**src/rtl/core/sdv_pkg.sv**
```systemverilog
`default_nettype none
package sdv_pkg;
  localparam int unsigned COORD_W = 24;  // input coordinate width
  localparam int unsigned SPD_W   = 16;  // speed width
  localparam int unsigned MAG_W   = 24;  // magnitude of a coordinate difference
  localparam int unsigned PROD_W  = MAG_W + SPD_W;  // |d| * |speed|
  localparam int unsigned SQ_W    = 2 * MAG_W + 1;  // dx^2 + dy^2
  localparam int unsigned LEN_W   = 25;  // integer square root of the sum
  localparam int unsigned RT_W    = SQ_W + 1;  // root working width
  localparam int unsigned Q_W     = 25;  // quotient bits kept by the divider
  localparam int unsigned OUT_W   = 24;

  localparam logic [Q_W-1:0] POS_LIMIT = Q_W'(24'h7FFFFF);
  localparam logic [Q_W-1:0] NEG_LIMIT = Q_W'(25'h0800000);
  localparam logic [OUT_W-1:0] OUT_MAX = 24'h7FFFFF;
  localparam logic [OUT_W-1:0] OUT_MIN = 24'h800000;
endpackage
`default_nettype wire

```
**src/rtl/core/sdv_front.sv**
```systemverilog
`default_nettype none
module sdv_front #(
  parameter int unsigned FRAC_BITS = 8
) (
  input  wire                                     clk,
  input  wire                                     rst_n,
  input  wire                                     en,
  input  wire                                     v_in,
  input  wire signed [sdv_pkg::COORD_W-1:0]       start_x,
  input  wire signed [sdv_pkg::COORD_W-1:0]       start_y,
  input  wire signed [sdv_pkg::COORD_W-1:0]       end_x,
  input  wire signed [sdv_pkg::COORD_W-1:0]       end_y,
  input  wire signed [sdv_pkg::SPD_W-1:0]         speed,
  input  wire                                     speed_present,
  output logic                                    v_out,
  output logic [sdv_pkg::SQ_W-1:0]                sum_out,
  output logic [sdv_pkg::PROD_W+FRAC_BITS-1:0]    num_x_out,
  output logic [sdv_pkg::PROD_W+FRAC_BITS-1:0]    num_y_out,
  output logic                                    neg_x_out,
  output logic                                    neg_y_out
);
  import sdv_pkg::*;

  localparam int unsigned NUM_W = PROD_W + FRAC_BITS;

  logic signed [COORD_W:0] dx, dy;
  logic signed [SPD_W-1:0] spd;
  logic [MAG_W-1:0] ax_nxt, ay_nxt;
  logic [SPD_W-1:0] sm_nxt;

  logic             v1_r, v2_r, v3_r;
  logic [MAG_W-1:0] ax_r, ay_r;
  logic [SPD_W-1:0] sm_r;
  logic             nx1_r, ny1_r, nx2_r, ny2_r, nx3_r, ny3_r;
  logic [2*MAG_W-1:0] px_r, py_r;
  logic [PROD_W-1:0]  mx_r, my_r;
  logic [SQ_W-1:0]    sum_r;
  logic [NUM_W-1:0]   numx_r, numy_r;

  always_comb begin
    dx = {end_x[COORD_W-1], end_x} - {start_x[COORD_W-1], start_x};
    dy = {end_y[COORD_W-1], end_y} - {start_y[COORD_W-1], start_y};
    spd = speed_present ? speed : SPD_W'(1);
    ax_nxt = dx[COORD_W] ? MAG_W'(-dx) : MAG_W'(dx);
    ay_nxt = dy[COORD_W] ? MAG_W'(-dy) : MAG_W'(dy);
    sm_nxt = spd[SPD_W-1] ? SPD_W'(-spd) : SPD_W'(spd);
  end

  always_ff @(posedge clk) begin
    if (!rst_n) begin
      v1_r <= 1'b0;
      v2_r <= 1'b0;
      v3_r <= 1'b0;
    end else if (en) begin
      v1_r <= v_in;
      v2_r <= v1_r;
      v3_r <= v2_r;
    end
  end

  always_ff @(posedge clk) begin
    if (en) begin
      ax_r   <= ax_nxt;
      ay_r   <= ay_nxt;
      sm_r   <= sm_nxt;
      nx1_r  <= dx[COORD_W] != spd[SPD_W-1];
      ny1_r  <= dy[COORD_W] != spd[SPD_W-1];
      px_r   <= ax_r * ax_r;
      py_r   <= ay_r * ay_r;
      mx_r   <= ax_r * sm_r;
      my_r   <= ay_r * sm_r;
      nx2_r  <= nx1_r;
      ny2_r  <= ny1_r;
      sum_r  <= SQ_W'(px_r) + SQ_W'(py_r);
      numx_r <= NUM_W'(mx_r) << FRAC_BITS;
      numy_r <= NUM_W'(my_r) << FRAC_BITS;
      nx3_r  <= nx2_r;
      ny3_r  <= ny2_r;
    end
  end

  assign v_out     = v3_r;
  assign sum_out   = sum_r;
  assign num_x_out = numx_r;
  assign num_y_out = numy_r;
  assign neg_x_out = nx3_r;
  assign neg_y_out = ny3_r;
endmodule
`default_nettype wire

```
**config.mk**
```make
export PLATFORM = sky130hd
export DESIGN_NAME = sdv_front
export DESIGN_NICKNAME = d
export VERILOG_FILES = /design/src/rtl/core/sdv_pkg.sv /design/src/rtl/core/sdv_front.sv
export SDC_FILE = /design/constraint.sdc
export NUM_CORES = 2
export LEC_CHECK = 0
export BUFFER_PORTS_ARGS = -buffer_cell sky130_fd_sc_hd__buf_2
export CAP_MARGIN = 10
export CORE_MARGIN = 10
export CORE_UTILIZATION = 60
export DETAILED_ROUTE_END_ITERATION = 7
export GPL_TIMING_DRIVEN = 0
export PLACE_DENSITY_LB_ADDON = 0.2
export SLEW_MARGIN = 20
export SYNTH_ARGS = -nofsm -noshare
export SYNTH_HDL_FRONTEND = slang
export SYNTH_SLANG_ARGS = --single-unit
```
**constraint.sdc**
```tcl
create_clock -name clk -period 8.18 [get_ports clk]
set_input_delay 0.818 -clock clk [delete_from_list [all_inputs] [get_ports clk]]
set_output_delay 0.818 -clock clk [all_outputs]
set_load 0.005 [all_outputs]
```
==> flow_summary.ini <==
[clock_tree]
tritoncts = yes
clk_pin_slew_ns = 0.07
htreeDepth = 2
cts.sinks = 376
cts_max_path_buffers = 3
clk_latency_ns = 0.68
cts_root_buf = clkbuf_16
numCtsBuffers = 44

[floorplanning]
core_area_mm2 = 0.124
num_io_pins = 265
start_util = 0.604
dieArea_mm2 = 0.139
rows = 129
fp.dieW_um = 373
die_y_um = 373

[yosys]
synth.most_common_cell = inv_1
synth-edff-count = 373
synth_common_cells = 1,971 x inv_1, 1,459 x fa_1, 901 x nand2_1, 675 x ha_1, 550 x and2_1
synth_flop_cell = edfxtp_1
synthCells = 7823
ys_ff_latch = 376
yosysWarnings = 0
synth_cell_type_count = 90
syn_area_per_cell_um2 = 9.56
synthTopCellsByArea = fa_1 39%, edfxtp_1 15%, ha_1 11%
syn_area_mm2 = 0.0748
synth_top_area_frac = 0.391
yosysTopAreaCell = fa_1
yosysSeqAreaShare = 0.151
synth-async-reset-ratio = 0

[routing]
wl_per_cell_um = 23.6
wl_um = 232000
first_pass_iters = 6
drc = 0
viasPerCell = 5.69
vias = 56100
first_iter_violations = 5036
ant_nets = 0

[global_route]
grt_max_degree = 105
grt_overflow = 0
grt_pass1_wl_um = 353000
first_global_vias = 59200
grt_util_all_layers = 0.336
antenna_found_initial = 22

[worst_setup_path]
max_stage_delay_ns = 0.59
critPathKind = register to register
path_common_cell = fa_1
slowest_stage = clkbuf_2
crit_end = mx_r[39]
crit_arrival_ns = 8.48
crit_required_ns = 8.58
r2r-start = sm_r[6]
worst_setup_path_start_kind = register
worstSetupEndpointType = register
critPathMaxFanout = 10
regToRegEndpoint = mx_r[39]
crit_chain = clkbuf_2 > clkbuf_2 > nand2_1 > fa_1 > inv_1 > fa_1 > inv_1 > fa_1 > fa_1 > fa_1 > inv_1 > fa_1 > ha_1 > a21o_1 > a211o_1 > a21oi_1 > o311ai_0 > and2_1 > a311oi_1 > o31ai_1 > o21a_1 > nor2_1 > xnor2_1
reg2regPathDepth = 23
regToRegSetupSlack_ns = 0.1
crit_start = sm_r[6]

[timing]
finalSetupViolCount = 0
fmax_mhz = 124
hold_violations = 0
setup_tns_ns = 0
post-route-period-util = 0.988
tightest_slew_ns = 1.33
finalClockSkew_ns = 0.0342
slew_violations = 0
slew_headroom = 0.116
fin_crit_ns = 8.08

[place]
place.detailed.hpwl_um = 188000
globalplace.congestion = 1.03
port_buffers = 248

[final_layout]
drive_gt1_frac = 0.0814
area_growth_pct = 8.44
nets = 10400

[job]
cap_violations = 0

[hold_path]
min_path_type = input port to register

[run_status]
status = finished clean
[state kept, by name, summed over array words and instances, names as in the netlist, 16 cells and up]
signal,flops
px_r,47
sm_r,16
py_r,47
ay_r,24
num_y_out,40
my_r,40
sum_out,49
ax_r,24
num_x_out,40
mx_r,40
[logic make-up after synthesis]
| family | synth area share |
|---|---|
| simple gates | 0.127 |
| flops | 0.151 |
| buf+inv | 0.116 |
| fa+ha+maj | 0.503 |
| compound gates | 0.0647 |
| xor+xnor | 0.0358 |
| other cells | 0.0000501 |
| mux | 0.00207 |
[through the flow]
stage                     cells  hold WS, ns  area (um^2)  setup WS (ns)  utilization
after detailed placement   9726        0.405        78200          -2.65        0.632
after CTS                  9840        0.393        80700        -0.0455        0.652
after floorplan            7838        0.400        74800          0.656            -
after global placement     9723        0.401        78100          -2.65        0.631
final                      9860        0.404        81100         0.0953        0.655
after global routing       9851        0.422        81100        -0.0473        0.655
[cell type report]
| type | instances | area, um^2 |
|---|---|---|
| inverters | 1971 | 7400 |
| flip-flops and latches | 376 | 11300 |
| multi-input cells | 5163 | 55200 |
| well taps | 1637 | 2050 |
| fillers | 10300 | 42700 |
| repair buffers | 313 | 1890 |
| diodes | 9 | 22.5 |
| plain buffers | 311 | 1900 |
| clock buffers | 51 | 1130 |
| clock inverters | 29 | 292 |
[worst min path at each step]
stage             start             to  slack, ns  depth (start not counted)
6_report          rst_n           v2_r       0.40                          2
2_1_floorplan     nx2_r      neg_x_out       0.40                          0
3_3_place_gp    my_r[0]   num_y_out[8]       0.40                          0
5_1_grt        my_r[14]  num_y_out[22]       0.42                          0
3_5_place_dp   mx_r[13]  num_x_out[21]       0.40                          0
4_1_cts           rst_n           v2_r       0.39                          2
[placed cells by master, fill, tap and decap left out, types with 94 or more instances in the layout]
master and n:
a21oi_1 207, edfxtp_1 373, buf_2 260, nand2_1 900, xnor2_1 205, and2_1 549
a21o_1 107, inv_1 1971, nor2_1 198, ha_1 672, clkbuf_1 105, xor2_1 94
o21ai_0 112, fa_1 1457
[layer usage]
layer | routed length [um] | part of all wire | GRT usage | vias up
met5 | 81 | 0.00035 | 0 | -
met4 | 13400 | 0.058 | 0.161 | 12
met3 | 28200 | 0.12 | 0.105 | 638
met2 | 101000 | 0.43 | 0.507 | 2917
met1 | 89900 | 0.39 | 0.441 | 28100
li1 | - | - | - | 24400
[critical path, delay by kind of cell (launching register included)]
family | cells | cell delay (ns)
AO/OA/AOI/OAI | 7 | 2.05
XOR/XNOR | 1 | 0.25
adder cells (fa/ha/maj) | 7 | 3.29
buffers and inverters | 5 | 1.26
flip-flops | 1 | 0.46
AND/OR/NAND/NOR | 3 | 0.48
[what timing repair did]
item	CTS	global route
hold buffers	0	0
buffers inserted	41	21
setup endpoints to repair	91	52
gates resized for setup	277	184
pin swaps	5	8
hold endpoints to repair	0	0
Power is left out: the tool's default activity adds up to more than one toggle a clock period on the data nets, which glitch-free logic cannot reach.
