==> src/rtl/core/sdv_pkg.sv <==
`default_nettype none
package sdv_pkg;
  localparam int unsigned COORD_W = 24;  // input coordinate width
  localparam int unsigned SPD_W   = 16;  // speed width
  localparam int unsigned MAG_W   = 24;  // magnitude of a coordinate difference
  localparam int unsigned PROD_W  = MAG_W + SPD_W;  // |d| * |speed|
  localparam int unsigned SQ_W    = 2 * MAG_W + 1;  // dx^2 + dy^2
  localparam int unsigned LEN_W   = 25;  // integer square root of the sum
  localparam int unsigned RT_W    = SQ_W + 1;  // root working width
  localparam int unsigned Q_W     = 25;  // quotient bits kept by the divider
  localparam int unsigned OUT_W   = 24;

  localparam logic [Q_W-1:0] POS_LIMIT = Q_W'(24'h7FFFFF);
  localparam logic [Q_W-1:0] NEG_LIMIT = Q_W'(25'h0800000);
  localparam logic [OUT_W-1:0] OUT_MAX = 24'h7FFFFF;
  localparam logic [OUT_W-1:0] OUT_MIN = 24'h800000;
endpackage
`default_nettype wire

==> src/rtl/core/sdv_sqrt.sv <==
`default_nettype none
module sdv_sqrt #(
  parameter int unsigned SIDE_W = 98
) (
  input  wire                           clk,
  input  wire                           rst_n,
  input  wire                           en,
  input  wire                           v_in,
  input  wire [sdv_pkg::SQ_W-1:0]       n_in,
  input  wire [SIDE_W-1:0]              side_in,
  output logic                          v_out,
  output logic [sdv_pkg::LEN_W-1:0]     len_out,
  output logic [SIDE_W-1:0]             side_out
);
  import sdv_pkg::*;

  // One root bit per stage, from the top pair of radicand bits down.
  localparam int unsigned NS = LEN_W;

  logic              vs [1:NS];
  logic [RT_W-1:0]   ns [1:NS];
  logic [RT_W-1:0]   rs [1:NS];
  logic [SIDE_W-1:0] ss [1:NS];

  for (genvar i = 0; i < NS; i++) begin : g_stage
    localparam logic [RT_W-1:0] BIT = RT_W'(1) << (2 * (NS - 1 - i));
    logic              v_i;
    logic [RT_W-1:0]   n_i;
    logic [RT_W-1:0]   r_i;
    logic [SIDE_W-1:0] s_i;
    logic [RT_W-1:0]   trial;
    logic              take;
    if (i == 0) begin : g_first
      assign v_i = v_in;
      assign n_i = RT_W'(n_in);
      assign r_i = '0;
      assign s_i = side_in;
    end else begin : g_next
      assign v_i = vs[i];
      assign n_i = ns[i];
      assign r_i = rs[i];
      assign s_i = ss[i];
    end
    always_comb begin
      trial = r_i + BIT;
      take  = n_i >= trial;
    end
    always_ff @(posedge clk) begin
      if (!rst_n) begin
        vs[i+1] <= 1'b0;
      end else if (en) begin
        vs[i+1] <= v_i;
      end
    end
    always_ff @(posedge clk) begin
      if (en) begin
        ns[i+1] <= take ? n_i - trial : n_i;
        rs[i+1] <= take ? (r_i >> 1) + BIT : r_i >> 1;
        ss[i+1] <= s_i;
      end
    end
  end

  assign v_out    = vs[NS];
  assign len_out  = rs[NS][LEN_W-1:0];
  assign side_out = ss[NS];
endmodule
`default_nettype wire

==> config.mk <==
export PLATFORM = sky130hd
export DESIGN_NAME = sdv_sqrt
export DESIGN_NICKNAME = d
export VERILOG_FILES = /design/src/rtl/core/sdv_pkg.sv /design/src/rtl/core/sdv_sqrt.sv
export SDC_FILE = /design/constraint.sdc
export NUM_CORES = 2
export LEC_CHECK = 0
export BUFFER_PORTS_ARGS = -buffer_cell sky130_fd_sc_hd__buf_2
export CORE_MARGIN = 4
export CORE_UTILIZATION = 30
export CTS_CLUSTER_DIAMETER = 30
export CTS_CLUSTER_SIZE = 24
export DETAILED_ROUTE_END_ITERATION = 12
export GPL_ROUTABILITY_DRIVEN = 0
export MAX_ROUTING_LAYER = met4
export PLACE_DENSITY = 0.41
export SETUP_SLACK_MARGIN = 0.3
export SLEW_MARGIN = 0
export SYNTH_ARGS = -nofsm -noshare
export SYNTH_HDL_FRONTEND = slang
export SYNTH_MEMORY_MAX_BITS = 65536
export SYNTH_SLANG_ARGS = --single-unit
==> constraint.sdc <==
create_clock -name clk -period 10.4 [get_ports clk]
set_input_delay 0.52 -clock clk [delete_from_list [all_inputs] [get_ports clk]]
set_output_delay 0.52 -clock clk [all_outputs]
set_load 0.05 [all_outputs]
==> flow_summary.yaml <==
setup_path:
  critical_path.endpoint_type: "flip-flop"
  worstPathMaxFanout: 40
  critical_path.startpoint_type: "flip-flop"
  critical_path_buf_inv_count: 2
  crit_chain: "or4_1 > nor3_1 > nand4_1 > nand4b_1 > nor3_2 > buf_4 > inv_2 > nand3_1 > or3_1 > nor3_1 > xor2_1"
  crit_path_top_delay_cell: "sky130_fd_sc_hd__nor3_1"
  worst_path_largest_cell_delay_ns: 0.79
  worst_ep_required_time_ns: 11.15
  critPathTopFamily: "simple AND/OR/NAND/NOR gates"
  path_common_cell: "sky130_fd_sc_hd__nor3_1"
  critPathArrivalTime_ns: 5.03
  r2r-start: "ns[0][1129]"
  setup.worst_path.start: "ns[0][1129]"
  timing.setup.critical_path_class: "flip-flop to flip-flop"
die:
  die_ar_um2: 500000
  coreArea_um2: 487000
  die-height_um: 707
  floorplan.initialDensity: 0.301
  io-pin-count: 275
  die-width_um: 707
  std_cell_rows: 256
clock_network:
  clockRootBuffer: "sky130_fd_sc_hd__clkbuf_16"
  clk_pin_slew_ns: 0.04
  tritoncts_clock_tree: "yes"
  cts_buffers: 906
  cts.sink_count: 4000
  clock_tree.htree_level_count: 6
  post-cts-setup-buffer-count: 0
  clock_insertion_delay_worst_skew_ns: 1.06
  clock_tree.buffer_depth: 4
route:
  route.final.wire_length_mm: 265
  post_drt_via_cell_ratio: 4.33
  drt_first_iter_violations: 4395
  dr_total_vias: 72100
  post-route-drc-count: 0
  drt-pass1-iter-count: 5
  antenna_nets_post_route: 0
  wire_per_inst_um: 15.9
global_route:
  grt_max_degree: 199
  via_count_of_the_first_global_routing_pass: 77100
  grt_pass1_wl_mm: 422
  antenna_found_initial: 6
  grt_overflow: 0
  grtUsageTotal: 0.107
synthesis:
  yosysWarningCount: 0
  postSynthAreaPerCell_um2: 18.1
  synth-edff-count: 4000
  postSynthCellCount: 8097
  post_synthesis_cell_type_count: 80
  synth_ff_type: "sky130_fd_sc_hd__edfxtp_1"
  asyncSetResetFlopFracSynth: 0
  synthesis.area_um2: 147000
  synth.ff_latch_count: 4000
  ys_seq_area_frac: 0.819
status:
  outcome: "finished, final reports clean"
sta:
  worst_slew_pin_slew_ns: 1.22
  finalClockSkew_ns: 0.104
  fmax_ghz: 0.234
  setup_tns_ns: 0
  post-route-period-util: 0.411
  total_setup_violations_reported_at_the_end_of_the_flow: 0
  final_period_minus_worst_setup_slack_ns: 4.28
  slew_headroom: 0.185
  worst_slack_ns: 6.12
  finalHoldViolCount: 0
  timing.final.max_slew_violations: 0
  rsz0062_at_grt: "false"
final_layout:
  final_layout_size_suffix_gt1_frac: 0.189
  layout_common_cells: "sky130_fd_sc_hd__edfxtp_1, sky130_fd_sc_hd__clkbuf_16, sky130_fd_sc_hd__inv_1"
  design.final.nets: 9912
  layout.cell_area.non_filler_um2: 190000
  layout.cells.most_common: "sky130_fd_sc_hd__edfxtp_1"
  fin_util: 0.390
  area_growth_pct: 29.5
worst_hold_path:
  worst_hold_startpoint: "side_in[6]"
  hold_path_class: "primary input to flip-flop"
placement:
  dpl-instance-area_um2: 156000
  pre_cts_slack_ns: 6.20
  dp_hpwl_mm: 166
  placement.io_buffers: 274
pwr:
  pnr_total_power_w: 0.0523
  p_per_area_nw_per_um2: 275
  p_leak_nw: 69.0
  worst_ir_drop_vdd_uv: 171
flow_run:
  max_cap_violations: 0
## layout make-up
cell class / instances / area, µm²
fill: 43900 / 297000
sequential: 4000 / 120000
multi-input combinational: 3586 / 24600
clock buffer: 1009 / 23100
clock inverter: 690 / 8710
tap: 6450 / 8070
timing repair buffer: 504 / 3730
inverter: 417 / 1570
antenna: 4 / 10.0
## metal layers
layer	global-route usage	up-vias	part of all wire
li1	-	34400	-
met1	0.118	35200	0.40
met2	0.183	1667	0.51
met3	0.0239	806	0.047
met4	0.0518	0	0.042
met5	-	-	0
## stage by stage
stage	hold WS (ns)	instances
final	0.146	16700
after global routing	0.0390	16700
after CTS	0.00456	16700
after detailed placement	0.405	14800
after global placement	0.400	14800
after floorplan	0.400	8098
## timing repair
action	CTS	global route
hold buffers	168	0
gates resized for setup	0	0
hold endpoints to repair	236	0
## worst reg2reg max path, delay by kind of cell, from the launching register on
family / cells / cell delay (ns)
xor gates and xnor gates: 1 / 0.10
buffers and inverters: 2 / 0.55
DFF: 1 / 0.48
and+or+nand+nor: 8 / 2.88
## final timing paths
kind	slack (ns)	end	cells past startpoint
min	0.15	ss[0][104]	2
max	6.12	ns[0][1197]	11
min reg2reg	0.33	ss[0][2008]	0
max reg2reg	6.12	ns[0][1197]	11
## cell families (layout without fill, tap and decap cells)
kind of cell	after synthesis	after routing	share of synthesized area
flops	4000	4000	0.819
buf+inv	512	2620	0.0133
simple gates	1651	1651	0.0592
fa+ha+maj	346	346	0.0295
mux	75	75	0.00567
other cells	1	6	0.0000256
xor+xnor	517	517	0.0309
compound gates	995	995	0.0423
## power breakdown
part	total [W]	leakage, nW	switching, W	internal, W
Combinational	0.00350	14.9	0.00211	0.00139
Clock	0.0286	15.2	0.00902	0.0196
Sequential	0.0202	38.9	0.000733	0.0195
## Yosys cell counts (16+ instances only)
cell | n | area share
sky130_fd_sc_hd__a211oi_1 | 26 | 0.0013
sky130_fd_sc_hd__nand4b_1 | 18 | 0.0011
sky130_fd_sc_hd__xor2_1 | 247 | 0.015
sky130_fd_sc_hd__nand4_1 | 95 | 0.0041
sky130_fd_sc_hd__xnor2_1 | 270 | 0.016
sky130_fd_sc_hd__nor2b_1 | 54 | 0.0023
sky130_fd_sc_hd__nand3_1 | 82 | 0.0028
sky130_fd_sc_hd__inv_1 | 416 | 0.011
sky130_fd_sc_hd__o21ai_0 | 215 | 0.0073
sky130_fd_sc_hd__or3_1 | 59 | 0.0025
sky130_fd_sc_hd__edfxtp_1 | 4000 | 0.82
sky130_fd_sc_hd__nor4b_1 | 27 | 0.0016
sky130_fd_sc_hd__nor3_1 | 166 | 0.0057
sky130_fd_sc_hd__o21bai_1 | 29 | 0.0015
sky130_fd_sc_hd__o31ai_1 | 20 | 0.0010
sky130_fd_sc_hd__ha_1 | 346 | 0.030
sky130_fd_sc_hd__a31oi_1 | 31 | 0.0013
sky130_fd_sc_hd__nor4_1 | 198 | 0.0084
sky130_fd_sc_hd__and3_1 | 50 | 0.0021
sky130_fd_sc_hd__o211ai_1 | 19 | 0.00097
sky130_fd_sc_hd__mux2_2 | 64 | 0.0049
sky130_fd_sc_hd__nor2_1 | 378 | 0.0097
sky130_fd_sc_hd__o21a_1 | 59 | 0.0030
sky130_fd_sc_hd__and2_1 | 27 | 0.0012
sky130_fd_sc_hd__or4_1 | 35 | 0.0018
sky130_fd_sc_hd__or2_2 | 35 | 0.0015
sky130_fd_sc_hd__clkbuf_1 | 79 | 0.0020
sky130_fd_sc_hd__nor3b_1 | 17 | 0.00087
sky130_fd_sc_hd__nand2_1 | 291 | 0.0074
sky130_fd_sc_hd__a21oi_1 | 329 | 0.011
sky130_fd_sc_hd__a21o_1 | 135 | 0.0069
sky130_fd_sc_hd__nand2b_1 | 73 | 0.0031
sky130_fd_sc_hd__a21boi_0 | 16 | 0.00082
## flip-flops by register name, summed over array words and instances (netlist names)
signal / cells
ss: 2450
vs: 25
ns: 1200
rs: 325
Power figures use the tool's default switching activity.
